$ cat src/rtl/core/ptts_pkg.sv
package ptts_pkg;

  localparam int SLOTS_DEF       = 8;
  localparam int PERIOD_BITS_DEF = 16;
  localparam int IN_PERIOD_W     = 16;
  localparam int SLOT_W          = 3;

  typedef enum logic [1:0] {
    KIND_REG  = 2'd0,
    KIND_TICK = 2'd1,
    KIND_RUN  = 2'd2,
    KIND_NONE = 2'd3
  } kind_t;

  typedef enum logic [1:0] {
    STAT_OK       = 2'd0,
    STAT_FULL     = 2'd1,
    STAT_DISABLED = 2'd2
  } status_t;

  typedef enum logic {
    ST_IDLE = 1'b0,
    ST_PASS = 1'b1
  } state_t;

  typedef struct packed {
    logic [1:0]             kind;
    logic [IN_PERIOD_W-1:0] period;
  } in_item_t;

  typedef struct packed {
    logic [1:0]        done_kind;
    logic [1:0]        status;
    logic [SLOT_W-1:0] slot;
    logic              dispatched;
    logic              last;
  } out_item_t;

  typedef struct packed {
    logic used;
    logic ready;
  } slot_flags_t;

  // Pass context handed from the sequencer to the head stage.
  typedef struct packed {
    logic [1:0]        op;
    logic              run_en;
    logic              claimed;
    logic              last_step;
    logic              any_ready;
    logic              more_ready;
    logic [SLOT_W-1:0] slot;
  } head_ctl_t;

  typedef struct packed {
    logic      emit;
    logic      claim;
    out_item_t item;
  } head_res_t;

endpackage

$ cat src/rtl/core/ptts_cell.sv
module ptts_cell
  import ptts_pkg::*;
#(
  parameter int PERIOD_BITS = PERIOD_BITS_DEF
) (
  input  logic                   clk,
  input  logic                   rst_n,
  input  logic                   shift,
  input  slot_flags_t            flags_in,
  input  logic [PERIOD_BITS-1:0] period_in,
  input  logic [PERIOD_BITS-1:0] cd_in,
  output slot_flags_t            flags_o,
  output logic [PERIOD_BITS-1:0] period_o,
  output logic [PERIOD_BITS-1:0] cd_o
);

  slot_flags_t            flags_r;
  logic [PERIOD_BITS-1:0] period_r;
  logic [PERIOD_BITS-1:0] cd_r;

  always_ff @(posedge clk) begin
    if (!rst_n) begin
      flags_r <= '0;
    end else if (shift) begin
      flags_r <= flags_in;
    end
  end

  // Payload carries no reset: only used slots are ever read.
  always_ff @(posedge clk) begin
    if (shift) begin
      period_r <= period_in;
      cd_r     <= cd_in;
    end
  end

  assign flags_o  = flags_r;
  assign period_o = period_r;
  assign cd_o     = cd_r;

endmodule

$ cat src/rtl/core/ptts_head.sv
module ptts_head
  import ptts_pkg::*;
#(
  parameter int PERIOD_BITS = PERIOD_BITS_DEF
) (
  input  head_ctl_t              ctl,
  input  logic [PERIOD_BITS-1:0] new_period,
  input  slot_flags_t            flags_in,
  input  logic [PERIOD_BITS-1:0] period_in,
  input  logic [PERIOD_BITS-1:0] cd_in,
  output slot_flags_t            flags_o,
  output logic [PERIOD_BITS-1:0] period_o,
  output logic [PERIOD_BITS-1:0] cd_o,
  output head_res_t              res
);

  always_comb begin
    flags_o  = flags_in;
    period_o = period_in;
    cd_o     = cd_in;
    res      = '0;
    res.item.done_kind = ctl.op;
    res.item.status    = STAT_OK;
    res.item.last      = 1'b1;

    case (ctl.op)
      KIND_REG: begin
        if (!ctl.claimed && !flags_in.used) begin
          flags_o.used  = 1'b1;
          flags_o.ready = 1'b0;
          period_o      = new_period;
          cd_o          = new_period;
          res.emit      = 1'b1;
          res.claim     = 1'b1;
          res.item.slot = ctl.slot;
        end else if (!ctl.claimed && ctl.last_step) begin
          res.emit        = 1'b1;
          res.item.status = STAT_FULL;
        end
      end
      KIND_TICK: begin
        if (flags_in.used && (cd_in != '0)) begin
          cd_o = cd_in - 1'b1;
          if (cd_in == PERIOD_BITS'(1)) begin
            flags_o.ready = 1'b1;
          end
        end
      end
      KIND_RUN: begin
        if (!ctl.run_en) begin
          if (ctl.last_step) begin
            res.emit        = 1'b1;
            res.item.status = STAT_DISABLED;
          end
        end else if (flags_in.used && flags_in.ready) begin
          cd_o                = period_in;
          flags_o.ready       = 1'b0;
          res.emit            = 1'b1;
          res.item.slot       = ctl.slot;
          res.item.dispatched = 1'b1;
          res.item.last       = !ctl.more_ready;
        end else if (ctl.last_step && !ctl.any_ready) begin
          res.emit = 1'b1;
        end
      end
      default: begin
        res.emit = 1'b0;
      end
    endcase
  end

endmodule

$ cat src/rtl/core/periodic_task_tick_scheduler.sv
// Channel | Direction | Ports                          | Beat
// --------+-----------+--------------------------------+---------------------------------
// in      | input     | in_valid, in_stall, in_item    | one command: register/tick/run
// out     | output    | out_valid, out_stall, out_item | one result
// cfg     | input     | cfg_wr_en, cfg_wr_data         | run_enable write, no read-back
//
// Each command turns the slot ring once through the head stage (one slot per cycle
// while the result register takes results), then returns to idle to take the next beat.
// A command of the unused kind is dropped without starting a pass.
// A stalled result register freezes the ring until the result can be loaded.
// Reset is synchronous and active low; it clears all used/ready flags and sets
// run_enable. No clearing pass is needed.
module periodic_task_tick_scheduler
  import ptts_pkg::*;
#(
  parameter int SLOTS       = SLOTS_DEF,
  parameter int PERIOD_BITS = PERIOD_BITS_DEF
) (
  input  logic      clk,
  input  logic      rst_n,
  input  logic      in_valid,
  output logic      in_stall,
  input  in_item_t  in_item,
  output logic      out_valid,
  input  logic      out_stall,
  output out_item_t out_item,
  input  logic      cfg_wr_en,
  input  logic      cfg_wr_data
);

  localparam int STEP_W = (SLOTS > 1) ? $clog2(SLOTS) : 1;

  // Ring of slot cells; cell 0 sits at the head stage.
  slot_flags_t            flags_q   [SLOTS];
  logic [PERIOD_BITS-1:0] period_q  [SLOTS];
  logic [PERIOD_BITS-1:0] cd_q      [SLOTS];
  slot_flags_t            flags_in  [SLOTS];
  logic [PERIOD_BITS-1:0] period_in [SLOTS];
  logic [PERIOD_BITS-1:0] cd_in     [SLOTS];

  slot_flags_t            head_flags;
  logic [PERIOD_BITS-1:0] head_period;
  logic [PERIOD_BITS-1:0] head_cd;
  head_ctl_t              head_ctl;
  head_res_t              head_res;

  state_t                 state_r, state_nxt;
  logic [1:0]             op_r;
  logic [PERIOD_BITS-1:0] new_period_r;
  logic [STEP_W-1:0]      step_r;
  logic [SLOTS-1:0]       mask_r;
  logic                   any_r;
  logic                   claimed_r;
  logic                   run_enable_r;
  logic                   out_valid_r;
  out_item_t              out_item_r;

  logic [SLOTS-1:0]       ready_snap;
  logic                   accept;
  logic                   can_emit;
  logic                   advance;
  logic                   last_step;

  // Build the ready snapshot with every slot at its home position.
  always_comb begin
    for (int k = 0; k < SLOTS; k++) begin
      ready_snap[k] = flags_q[k].used & flags_q[k].ready;
    end
  end

  // Hand each cell the contents of its neighbor; the tail takes the head result.
  always_comb begin
    for (int k = 0; k < SLOTS - 1; k++) begin
      flags_in[k]  = flags_q[k+1];
      period_in[k] = period_q[k+1];
      cd_in[k]     = cd_q[k+1];
    end
    flags_in[SLOTS-1]  = head_flags;
    period_in[SLOTS-1] = head_period;
    cd_in[SLOTS-1]     = head_cd;
  end

  for (genvar g = 0; g < SLOTS; g++) begin : g_cell
    ptts_cell #(
      .PERIOD_BITS(PERIOD_BITS)
    ) u_cell (
      .clk      (clk),
      .rst_n    (rst_n),
      .shift    (advance),
      .flags_in (flags_in[g]),
      .period_in(period_in[g]),
      .cd_in    (cd_in[g]),
      .flags_o  (flags_q[g]),
      .period_o (period_q[g]),
      .cd_o     (cd_q[g])
    );
  end

  assign last_step = (step_r == STEP_W'(SLOTS - 1));

  always_comb begin
    head_ctl            = '0;
    head_ctl.op         = op_r;
    head_ctl.run_en     = run_enable_r;
    head_ctl.claimed    = claimed_r;
    head_ctl.last_step  = last_step;
    head_ctl.any_ready  = any_r;
    head_ctl.more_ready = ((mask_r >> 1) != '0);
    head_ctl.slot       = SLOT_W'(step_r);
  end

  ptts_head #(
    .PERIOD_BITS(PERIOD_BITS)
  ) u_head (
    .ctl       (head_ctl),
    .new_period(new_period_r),
    .flags_in  (flags_q[0]),
    .period_in (period_q[0]),
    .cd_in     (cd_q[0]),
    .flags_o   (head_flags),
    .period_o  (head_period),
    .cd_o      (head_cd),
    .res       (head_res)
  );

  // Hold the ring while a result is due and the result register cannot take it.
  assign can_emit = !out_valid_r || !out_stall;
  assign advance  = (state_r == ST_PASS) && (!head_res.emit || can_emit);
  assign accept   = in_valid && !in_stall;
  assign in_stall = (state_r != ST_IDLE);

  always_comb begin
    state_nxt = state_r;
    case (state_r)
      ST_IDLE: begin
        if (accept && (in_item.kind != KIND_NONE)) begin
          state_nxt = ST_PASS;
        end
      end
      ST_PASS: begin
        if (advance && last_step) begin
          state_nxt = ST_IDLE;
        end
      end
      default: begin
        state_nxt = ST_IDLE;
      end
    endcase
  end

  always_ff @(posedge clk) begin
    if (!rst_n) begin
      state_r <= ST_IDLE;
    end else begin
      state_r <= state_nxt;
    end
  end

  // Pass context: step counter, claim flag, shifting ready mask.
  always_ff @(posedge clk) begin
    if (!rst_n) begin
      step_r    <= '0;
      claimed_r <= 1'b0;
      mask_r    <= '0;
      any_r     <= 1'b0;
      op_r      <= KIND_NONE;
    end else if (accept) begin
      step_r    <= '0;
      claimed_r <= 1'b0;
      mask_r    <= ready_snap;
      any_r     <= (ready_snap != '0);
      op_r      <= in_item.kind;
    end else if (advance) begin
      step_r    <= last_step ? '0 : step_r + 1'b1;
      claimed_r <= claimed_r | head_res.claim;
      mask_r    <= mask_r >> 1;
    end
  end

  // Keep only the low PERIOD_BITS bits of the period (zero-extend if wider).
  always_ff @(posedge clk) begin
    if (accept) begin
      new_period_r <= PERIOD_BITS'(in_item.period);
    end
  end

  always_ff @(posedge clk) begin
    if (!rst_n) begin
      run_enable_r <= 1'b1;
    end else if (cfg_wr_en) begin
      run_enable_r <= cfg_wr_data;
    end
  end

  // Result register: load on emit, drop once the beat is taken.
  always_ff @(posedge clk) begin
    if (!rst_n) begin
      out_valid_r <= 1'b0;
    end else if (advance && head_res.emit) begin
      out_valid_r <= 1'b1;
    end else if (!out_stall) begin
      out_valid_r <= 1'b0;
    end
  end

  always_ff @(posedge clk) begin
    if (advance && head_res.emit) begin
      out_item_r <= head_res.item;
    end
  end

  assign out_valid = out_valid_r;
  assign out_item  = out_item_r;

endmodule

$ cat config.mk
export PLATFORM = sky130hd
export DESIGN_NAME = periodic_task_tick_scheduler
export DESIGN_NICKNAME = d
export VERILOG_FILES = /design/src/rtl/core/ptts_pkg.sv /design/src/rtl/core/ptts_cell.sv /design/src/rtl/core/ptts_head.sv /design/src/rtl/core/periodic_task_tick_scheduler.sv
export SDC_FILE = /design/constraint.sdc
export NUM_CORES = 1
export LEC_CHECK = 0
export ABC_AREA = 1
export ABC_CLOCK_PERIOD_IN_PS = 3510
export CORE_MARGIN = 8
export CORE_UTILIZATION = 35
export CTS_BUF_LIST = sky130_fd_sc_hd__clkbuf_4 sky130_fd_sc_hd__clkbuf_8
export DETAILED_ROUTE_END_ITERATION = 8
export DONT_BUFFER_PORTS = 1
export GPL_TIMING_DRIVEN = 1
export HOLD_SLACK_MARGIN = 0.08
export PLACE_DENSITY = 0.48
export SLEW_MARGIN = 20
export SYNTH_ARGS = -nofsm -noshare
export SYNTH_HDL_FRONTEND = slang
export SYNTH_SLANG_ARGS = --single-unit
$ cat constraint.sdc
create_clock -name clk -period 3.51 [get_ports clk]
set_input_delay 0.351 -clock clk [delete_from_list [all_inputs] [get_ports clk]]
set_output_delay 0.351 -clock clk [all_outputs]
set_load 0.02 [all_outputs]
Yosys cells after proc, flatten, opt, wreduce, memory -nomap -nowiden
Cells that the tools add are included.
{"block": "word_totals", "register_bits": 315, "in_bits": 24, "output_inout_bits": 11, "elab_cells": 132}
{"block": "op_classes", "n_addsub": 2, "n_eq_ne": 6, "muxes": 39, "n_bitwise": 11, "n_reduce_logical": 28}
{"cell": "2-to-1 mux 16 bit", "n": 6}
{"cell": "one-hot mux 16 bit (3 select lines)", "n": 1}
{"cell": "2-to-1 mux 1 bit", "n": 18}
{"cell": "== test 16 x 1 -> 1 bit, second input constant", "n": 1}
{"cell": "2-to-1 mux 8 bit", "n": 2}
{"cell": "nonzero test 16 bit", "n": 1}
{"cell": "nonzero test 8 bit", "n": 2}
{"cell": "subtractor 16 x 1 -> 16 bit, second input constant", "n": 1}
{"cell": "logical AND 1 bit", "n": 10}
{"cell": "2-to-1 mux 5 bit", "n": 2}
{"cell": "one-hot mux 5 bit (2 select lines)", "n": 1}
{"cell": "bitwise AND 1 bit", "n": 8}
{"cell": "zero test 1 bit", "n": 8}
{"cell": "2-to-1 mux 2 bit", "n": 4}
{"cell": "2-to-1 mux 3 bit", "n": 2}
{"cell": "one-hot mux 1 bit (2 select lines)", "n": 2}
{"cell": "adder 3 x 1 -> 3 bit, second input constant", "n": 1}
{"cell": "== test 3 bit, second input constant", "n": 1}
{"cell": "one-hot mux 1 bit (3 select lines)", "n": 1}
{"cell": "AND reduction 3 bit", "n": 1}
{"cell": "== test 2 x 1 -> 1 bit, second input constant", "n": 1}
{"cell": "== test 2 bit, second input constant", "n": 1}
{"cell": "zero test 2 bit", "n": 1}
{"cell": "logical OR 1 bit", "n": 2}
{"cell": "7 further kinds", "n": 8}

Longest topological paths before layout
Gate-level depths: netlist (run 1).
{"block": "depth", "ltp_word": 12, "mapped_depth": 13, "ltp_nobuf": 12}

Cells and area by module
From an unflattened synthesis (run 1), not the netlist that was laid out.
{"block": "unflattened", "cells_unflattened": 799, "hier_area_um2": 11317.1}
{"module": "ptts_cell", "n_inst": 8, "cells_per_inst": 44, "area_per_inst_um2": 1038.5, "seq_area_each_um2": 1001.0}
{"module": "periodic_task_tick_scheduler", "n_inst": 1, "cells_per_inst": 157, "area_per_inst_um2": 1592.8, "seq_area_each_um2": 1091.0}
{"module": "ptts_head", "n_inst": 1, "cells_per_inst": 290, "area_per_inst_um2": 1416.4, "seq_area_each_um2": 0.0}

Worst setup path before layout (run 1)
No wires, ideal clock.
{"block": "synth_path", "path_type": "reg2reg", "start": "register step_r[0]", "end": "register g_cell[0].u_cell.cd_r[0], enable pin", "setup_time_ps": 416, "arrival_time_ps": 2563, "required_ps": 3094, "path_slack_ps": 531, "stages_incl_launch_ff": 11, "path_buffers": 1, "period_less_slack_ps": 2979, "cell_sequence": "dfxtp_1 > ha_1 > ha_1 > inv_1 > nand2_1 > nand2_1 > nand3_2 > nand2_4 > nand2_8 > inv_4 > buf_6"}
{"block": "synth_between", "elab_chain_len": 9, "word_cells_on_any_way": 13, "cone_classes": "1 x eq/ne; 7 x mux; 5 x reduce/logical"}
{"element": "start, declared", "line": "periodic_task_tick_scheduler.sv:50", "rtl": "logic [STEP_W-1:0] step_r;"}
{"element": "start signal, assigned", "line": "periodic_task_tick_scheduler.sv:174", "rtl": "step_r <= last_step ? '0 : step_r + 1'b1;"}
{"element": "== test 3 bit *", "line": "periodic_task_tick_scheduler.sv:99", "rtl": "assign last_step = (step_r == STEP_W'(SLOTS - 1));"}
{"element": "logical AND 1 bit", "line": "ptts_head.sv:62", "rtl": "end else if (ctl.last_step && !ctl.any_ready) begin"}
{"element": "2-to-1 mux 1 bit", "line": "ptts_head.sv:62"}
{"element": "2-to-1 mux 1 bit", "line": "ptts_head.sv:55", "rtl": "end else if (flags_in.used && flags_in.ready) begin"}
{"element": "2-to-1 mux 1 bit", "line": "ptts_head.sv:50", "rtl": "if (!ctl.run_en) begin"}
{"element": "one-hot mux 1 bit (2 select lines) *", "line": "ptts_head.sv:26", "rtl": "case (ctl.op)"}
{"element": "zero test 1 bit *", "line": "periodic_task_tick_scheduler.sv:128", "rtl": "assign advance = (state_r == ST_PASS) && (!head_res.emit || can_emit);"}
{"element": "logical OR 1 bit *", "line": "periodic_task_tick_scheduler.sv:128"}
{"element": "logical AND 1 bit *", "line": "periodic_task_tick_scheduler.sv:128"}
{"element": "end signal, assigned", "line": "ptts_cell.sv:33", "rtl": "cd_r <= cd_in;"}
{"element": "end, declared", "line": "ptts_cell.sv:19", "rtl": "logic [PERIOD_BITS-1:0] cd_r;"}
Every way passes the cells marked *; elsewhere a longest branch is shown, timed or not.
A chain may end at the register's enable or synchronous reset.

Worst setup path in the final report (run 1)
{"block": "layout_path", "start": "register step_r[0]", "end": "register g_cell[3].u_cell.period_r[11], enable pin"}
{"block": "layout_between", "elab_chain_len": 9, "word_cells_on_any_way": 13, "cone_classes": "1 x eq/ne; 7 x mux; 5 x reduce/logical"}
{"element": "== test 3 bit *", "line": "periodic_task_tick_scheduler.sv:99"}
{"element": "logical AND 1 bit", "line": "ptts_head.sv:62"}
{"element": "2-to-1 mux 1 bit", "line": "ptts_head.sv:62"}
{"element": "2-to-1 mux 1 bit", "line": "ptts_head.sv:55"}
{"element": "2-to-1 mux 1 bit", "line": "ptts_head.sv:50"}
{"element": "one-hot mux 1 bit (2 select lines) *", "line": "ptts_head.sv:26"}
{"element": "zero test 1 bit *", "line": "periodic_task_tick_scheduler.sv:128"}
{"element": "logical OR 1 bit *", "line": "periodic_task_tick_scheduler.sv:128"}
{"element": "logical AND 1 bit *", "line": "periodic_task_tick_scheduler.sv:128"}
{"element": "end signal, assigned", "line": "ptts_cell.sv:32", "rtl": "period_r <= period_in;"}
{"element": "end, declared", "line": "ptts_cell.sv:18", "rtl": "logic [PERIOD_BITS-1:0] period_r;"}
Marks and branches as above.

==> impl_results.md, run 1 <==
* Status: complete, no violations
* Clk network pwr share at 38.6%
* H-tree depth at 2
* Crit path time final at 2.72 ns
* Critical path fanouts, max at 88
* Worst Setup Start Kind: flip-flop
* Max rail drop VDD at 0.283 mV
* CP max stage delay at 0.38 ns
* First-pass GRT wire length at 32500 um
* Ranking of synthesized cells by area: edfxtp_1 74%, dfxtp_1 5.8%, nand2_1 4.5%, nor2_1 2.7%, inv_1 1.8%
* Wirelength per Cell at 15.9 um
* Placed standard-cell area at 0.0118 sq mm
* All-Layer GR Usage at 10.8%
* Arr. time, crit path at 2.93 ns
* DR iter-0 viols at 386
* Worst setup path class: flip-flop to flip-flop
* Tot Pwr at 7.88 mW
* Worst reg-to-reg setup slack at 0.79 ns
* Slew HR at 43.8%
* R2r endpoint: g_cell[3].u_cell.period_o[11]
* RSZ-0062 raised after global routing: false
* Ant. Diodes at 0
* Total core area at 0.0322 sq mm
* Min-Delay Path Class: input pin to flip-flop
* Top cell family by delay on the critical path: buffers and inverters
* Hpwl dp at 12200 um
* Pint at 6.12 mW
* Seq/Total Area, Yosys at 80.2%
* Top Ports at 35
* HP Start: in_item[10]
* Max-Cap Viols at 0
* Post-synth EDFFs at 281
* Hold depth at 1
* Required @ worst endpoint at 3.71 ns
* RR Startpoint: step_r[0]
* Pwr dens at 604 mW/mm^2
* Clk_skew at 0.0359 ns
* Die area at 0.0384 sq mm
* PostCTS Resize Cnt at 0
* Post-synthesis cell area at 0.0113 sq mm
* CTS sink cnt at 314
* Setup TNS Final at 0 ns
* Final Hold Slack at 0.406 ns
* Count of final hold-check violations at 0
* Reg power frac at 56.5%
* Area delta synth->final at 15.0%
* Clock transition at path regs at 0.06 ns
* CTS Buf Count at 51
* Psw at 1.76 mW
* Chip width at 196 um
* Ys Warns at 0
* # port buffers at 0
* Leakage at 4.63 nW
* Area leader, netlist: edfxtp_1
* Final worst-path cycle share at 77.6%
* GP Congestion at 0.824
* Hold Path Sink: new_period_r[10]
* Number of global-route vias before repair at 5841
* WP buf/inv at 3
* ANT nets after route at 0
* Final Max Slew Viols at 0
* Slew @ Worst Pin at 0.840 ns
* CTS tree: yes
* 1st-pass router iterations at 7
* FF+latch count, synth at 314
* Initial core utilization at 35.2%
* Sw Ratio at 22.3%
* Worst path slowest cell: clkinv_8
* Critical Path Sink Type: flip-flop
* Synth unique cells at 36
* WL final at 20500 um
* NumNets Final at 871
* Largest net degree at the start of global routing at 89
* Crit. path cell count at 10
* Top FF cell, synth: edfxtp_1
* Fin area at 0.0130 sq mm
* Mean post-synth cell area at 14.6 sq um
* Worst r2r path cells at 10
* Comb power frac at 4.8%
* Grt ovf at 0
* Critical-path cell list: ha_1, ha_1, inv_1, nand2_1, nand2_1, nand3_2, nand2_4, nand2_8, clkinv_8, buf_12
* Layout cells sized above 1 at 13.2%
* Ys async rst share at 0%
* Number of setup violations in the final report at 0
* Setup bufs post-CTS at 0
* Mapped Cells at 778
* Vias post-DR at 5909
* Via-per-instance ratio at 4.58
* Fmax at 0.367 GHz
* # rows at 66
* Die Y at 196 um
* Antenna violations before repair at 0
* CTS max path bufs at 3
* Area share of the largest cell type after synthesis at 74.4%
* DRC Markers at 0
* Clk root buf: clkbuf_8
* Syn Nets at 807
* Worst skew pair latency at 0.57 ns
==> cell type report <==
cell class	instances	area, sq um
fillers	3003	19200
flip-flops and latches	314	9100
multi-input cells	384	1880
clock buffers	71	858
well taps	408	510
repair buffers	28	308
inverters	63	249
clock inverters	22	136
==> metal layers <==
layer	global-route usage (%)	wire length, um
met1	15.2	10000
met2	15.7	8820
met3	2.84	1100
met4	3.93	518
met5	0	0
==> state kept, by name, indices dropped and copies added, names as in the netlist <==
| register | flops |
|---|---|
| mask_r | 7 |
| any_r | 1 |
| in_stall | 1 |
| run_enable_r | 1 |
| g_cell.u_cell.period_o | 128 |
| g_cell.u_cell.flags_o | 16 |
| op_r | 2 |
| out_item | 9 |
| out_valid | 1 |
| claimed_r | 1 |
| new_period_r | 16 |
| step_r | 3 |
| g_cell.u_cell.cd_o | 128 |
==> repair_timing <==
| action | CTS | global route |
|---|---|---|
| setup endpoints to repair | 0 | 0 |
| hold buffers | 24 | 0 |
| endpoints found under the hold margin | 45 | 0 |
==> cell usage in the layout, fill, tap and decap left out, types with 3 or more instances in the layout <==
cell           count
nand3_2            5
o21ai_0           30
nand3_1           34
nand2_2            3
ha_1               5
nor2_4             4
nand2_1          135
dfxtp_1           33
clkbuf_8          52
a221oi_1           8
nor2_1            81
a21oi_1           28
nand2_4            4
inv_2              7
o211ai_1           6
nor3_1             4
dlygate4sd3_1     24
edfxtp_1         281
inv_1             55
clkinv_1          13
o21ai_1           18
buf_12             3
clkbuf_4          19
clkinv_2           5
==> cells in the mapped netlist (3+ instances only) <==
cell      count
edfxtp_1    281
nand2_1     135
buf_4         3
o211ai_1      6
ha_1          5
nor3_1        4
a21oi_1      28
nor2_4        4
nand2_4       4
inv_2         7
nor2_1       81
nand3_2       5
o21ai_1      18
dfxtp_1      33
nand3_1      34
o21ai_0      30
buf_6         6
clkbuf_1      5
a221oi_1      8
buf_2         3
nand2_2       3
inv_1        55
==> per-stage QoR <==
step                instances  utilization [%]  worst slack (ns)
floorplan                 778                -             0.531
global placement         1173             36.7             0.845
detailed placement       1173             36.7             0.784
CTS                      1290             40.5             0.764
global route             1290             40.5             0.557
finish                   1290             40.5             0.786
==> how the worst max path moves through the flow <==
stage                                          to  startpoint  slack, ns
floorplan                g_cell[0].u_cell.cd_o[0]   step_r[0]       0.53
global placement                      out_item[6]   step_r[0]       0.85
detailed placement                    out_item[4]   step_r[0]       0.78
CTS                                   out_item[0]   step_r[0]       0.76
global route                          out_item[0]   step_r[0]       0.56
finish              g_cell[3].u_cell.period_o[11]   step_r[0]       0.79
==> kinds of logic (layout without fill, tap and decap cells) <==
| logic type | Yosys count | count (layout) | synth area share, % |
|---|---|---|---|
| compound gates | 100 | 100 | 5.16 |
| xor+xnor | 2 | 2 | 0.154 |
| flops | 314 | 314 | 80.2 |
| fa+ha+maj | 5 | 5 | 0.551 |
| simple gates | 277 | 277 | 10.7 |
| buf+inv | 80 | 184 | 3.20 |
==> worst register-to-register path: stages, from the launching register on <==
cell,delay [ns]
dfxtp_1,0.33
ha_1,0.20
ha_1,0.25
inv_1,0.14
nand2_1,0.07
nand2_1,0.09
nand3_2,0.10
nand2_4,0.14
nand2_8,0.18
clkinv_8,0.38
buf_12,0.45
==> power by group through the flow <==
stage                     Clock, mW  Sequential [mW]  Combinational, mW
after floorplan                   0             4.49              0.277
after global placement            0             4.53              0.360
after detailed placement          0             4.53              0.362
after CTS                      3.18             4.46              0.389
after global routing           3.32             4.48              0.435
final                          3.04             4.45              0.382
No activity file was read; power rests on OpenSTA's default activity.
==> run 2, diff against run 1 <==
--- a/config.mk
+++ b/config.mk
@@ -6,7 +6,7 @@
 export NUM_CORES = 1
 export LEC_CHECK = 0
 export ABC_AREA = 1
-export ABC_CLOCK_PERIOD_IN_PS = 3510
+export ABC_CLOCK_PERIOD_IN_PS = 2650
 export CORE_MARGIN = 8
 export CORE_UTILIZATION = 35
 export CTS_BUF_LIST = sky130_fd_sc_hd__clkbuf_4 sky130_fd_sc_hd__clkbuf_8
==> constraint.sdc (replaced) <==
create_clock -name clk -period 2.65 [get_ports clk]
set_input_delay 0.265 -clock clk [delete_from_list [all_inputs] [get_ports clk]]
set_output_delay 0.265 -clock clk [all_outputs]
set_load 0.02 [all_outputs]
==> impl_results.md, run 2 (synthesized netlist as in run 1, its figures left out) <==
* WL final at 20700 um
* Grt ovf at 0
* Ant. Diodes at 0
* Slew HR at 44.7%
* Final Non-Filler Cells at 1297
* DR iter-0 viols at 327
* Hpwl dp at 12500 um
* Final Max Slew Viols at 0
* Commonest non-fill, non-tap cell in the layout: edfxtp_1
* Chip width at 196 um
* 1st-pass router iterations at 4
* Wirelength per Cell at 15.9 um
* Leakage at 4.69 nW
* Max rail drop VDD at 0.393 mV
* Count of final hold-check violations at 0
* CP endpoint: g_cell[5].u_cell.cd_o[10]
* CP Launch Point: step_r[0]
* Worst Setup Start Kind: flip-flop
* Antenna violations before repair at 0
* Placed standard-cell area at 0.0119 sq mm
* Worst reg-to-reg setup slack at 0.32 ns
* Worst skew pair latency at 0.56 ns
* RSZ-0062 raised after global routing: false
* Final worst-path cycle share at 88.0%
* CTS sink cnt at 314
* Clk root buf: clkbuf_8
* Pwr dens at 803 mW/mm^2
* Arr. time, crit path at 2.51 ns
* Total core area at 0.0322 sq mm
* GP Congestion at 0.810
* Clk_skew at 0.0313 ns
* First-pass GRT wire length at 33000 um
* HP Start: in_item[0]
* Status: complete, no violations
* Vias post-DR at 5946
* Fmax at 0.429 GHz
* # rows at 66
* Largest net degree at the start of global routing at 87
* Number of global-route vias before repair at 6043
* NumNets Final at 880
* Worst r2r path cells at 10
* H-tree depth at 2
* Max-Cap Viols at 0
* All-Layer GR Usage at 10.9%
* Setup Slack @ Placement at 0.367 ns
* Crit path time final at 2.33 ns
* RR Startpoint: step_r[0]
* Worst setup path class: flip-flop to flip-flop
* PnR worst setup slack at 0.318 ns
* Top Ports at 35
* Required @ worst endpoint at 2.83 ns
* Leading cell types in the layout, fill and taps excluded: 281 x edfxtp_1, 135 x nand2_1, 81 x nor2_1, 55 x inv_1, 54 x clkbuf_8
* ANT nets after route at 0
* R2r endpoint: g_cell[5].u_cell.cd_o[10]
* # port buffers at 0
* Tot Pwr at 10.5 mW
* Die area at 0.0384 sq mm
* Clock transition at path regs at 0.06 ns
* Slew @ Worst Pin at 0.826 ns
* CTS tree: yes
* Initial core utilization at 35.2%
* Setup TNS Final at 0 ns
* Number of setup violations in the final report at 0
* Hold depth at 1
* CTS Buf Count at 52
* Area delta synth->final at 15.6%
* Layout cells sized above 1 at 14.3%
* Critical Path Sink Type: flip-flop
* Die Y at 196 um
* Fin area at 0.0131 sq mm
* DP Cell Count at 1182
* Via-per-instance ratio at 4.58
* DRC Markers at 0
* Critical path fanouts, max at 86
* Min-Delay Path Class: input pin to flip-flop
* CTS max path bufs at 3
## run 2: cell count changes in the layout (fill, tap and decap cells not counted), sizes merged
cell,previous run,this run
dlygate4sd3,24,23
clkinvlp,1,0
clkbuf,71,78
clkinv,20,12
inv,63,64
buf,4,13
## run 2: layer usage
layer  global-route usage (%)  up-vias  share of wire, %
met5                        0        -                 0
met4                     3.59        0               2.1
met3                     2.95       40               4.6
met2                     16.6      105                45
met1                     14.9     2886                48
li1                         -     2915                 -
## run 2: per-stage QoR
step / hold WS, ns / util [%]
floorplan: 0.364 / -
global placement: 0.364 / 36.8
detailed placement: 0.364 / 36.8
CTS: 0.267 / 40.7
global route: 0.283 / 40.7
finish: 0.329 / 40.7
## run 2: critical path: stages (launching register included)
cell	delay, ns
dfxtp_1	0.33
ha_1	0.20
ha_1	0.23
inv_1	0.13
nand2_1	0.07
nand2_1	0.08
nand3_2	0.09
nand2_4	0.14
nand2_8	0.08
clkinv_8	0.15
buf_12	0.36
## run 2: worst min-delay path by stage
stage	endpoint	slack [ns]
final	new_period_r[0]	0.33
after CTS	new_period_r[3]	0.27
after global placement	new_period_r[10]	0.36
after floorplan	new_period_r[0]	0.36
after global routing	new_period_r[1]	0.28
after detailed placement	new_period_r[4]	0.36
## run 2: timing repair
item / CTS / global route
buffers inserted: 0 / 0
endpoints found under the hold margin: 45 / 0
hold buffers: 23 / 0
resized for setup: 0 / 0
## run 2: layout make-up
type	count	area (sq um)
Fill cell	3047	19100
Sequential cell	314	9100
Multi-Input combinational cell	384	1880
Clock buffer	78	923
Tap cell	408	510
Timing Repair Buffer	36	353
Inverter	63	249
Clock inverter	14	95.1
## run 2: report_power, final
group          switching, mW  internal, mW  total [mW]
combinational          0.375         0.156       0.531
sequential             0.125          5.77        5.89
clock                   1.79          2.32        4.11
total                   2.29          8.24        10.5
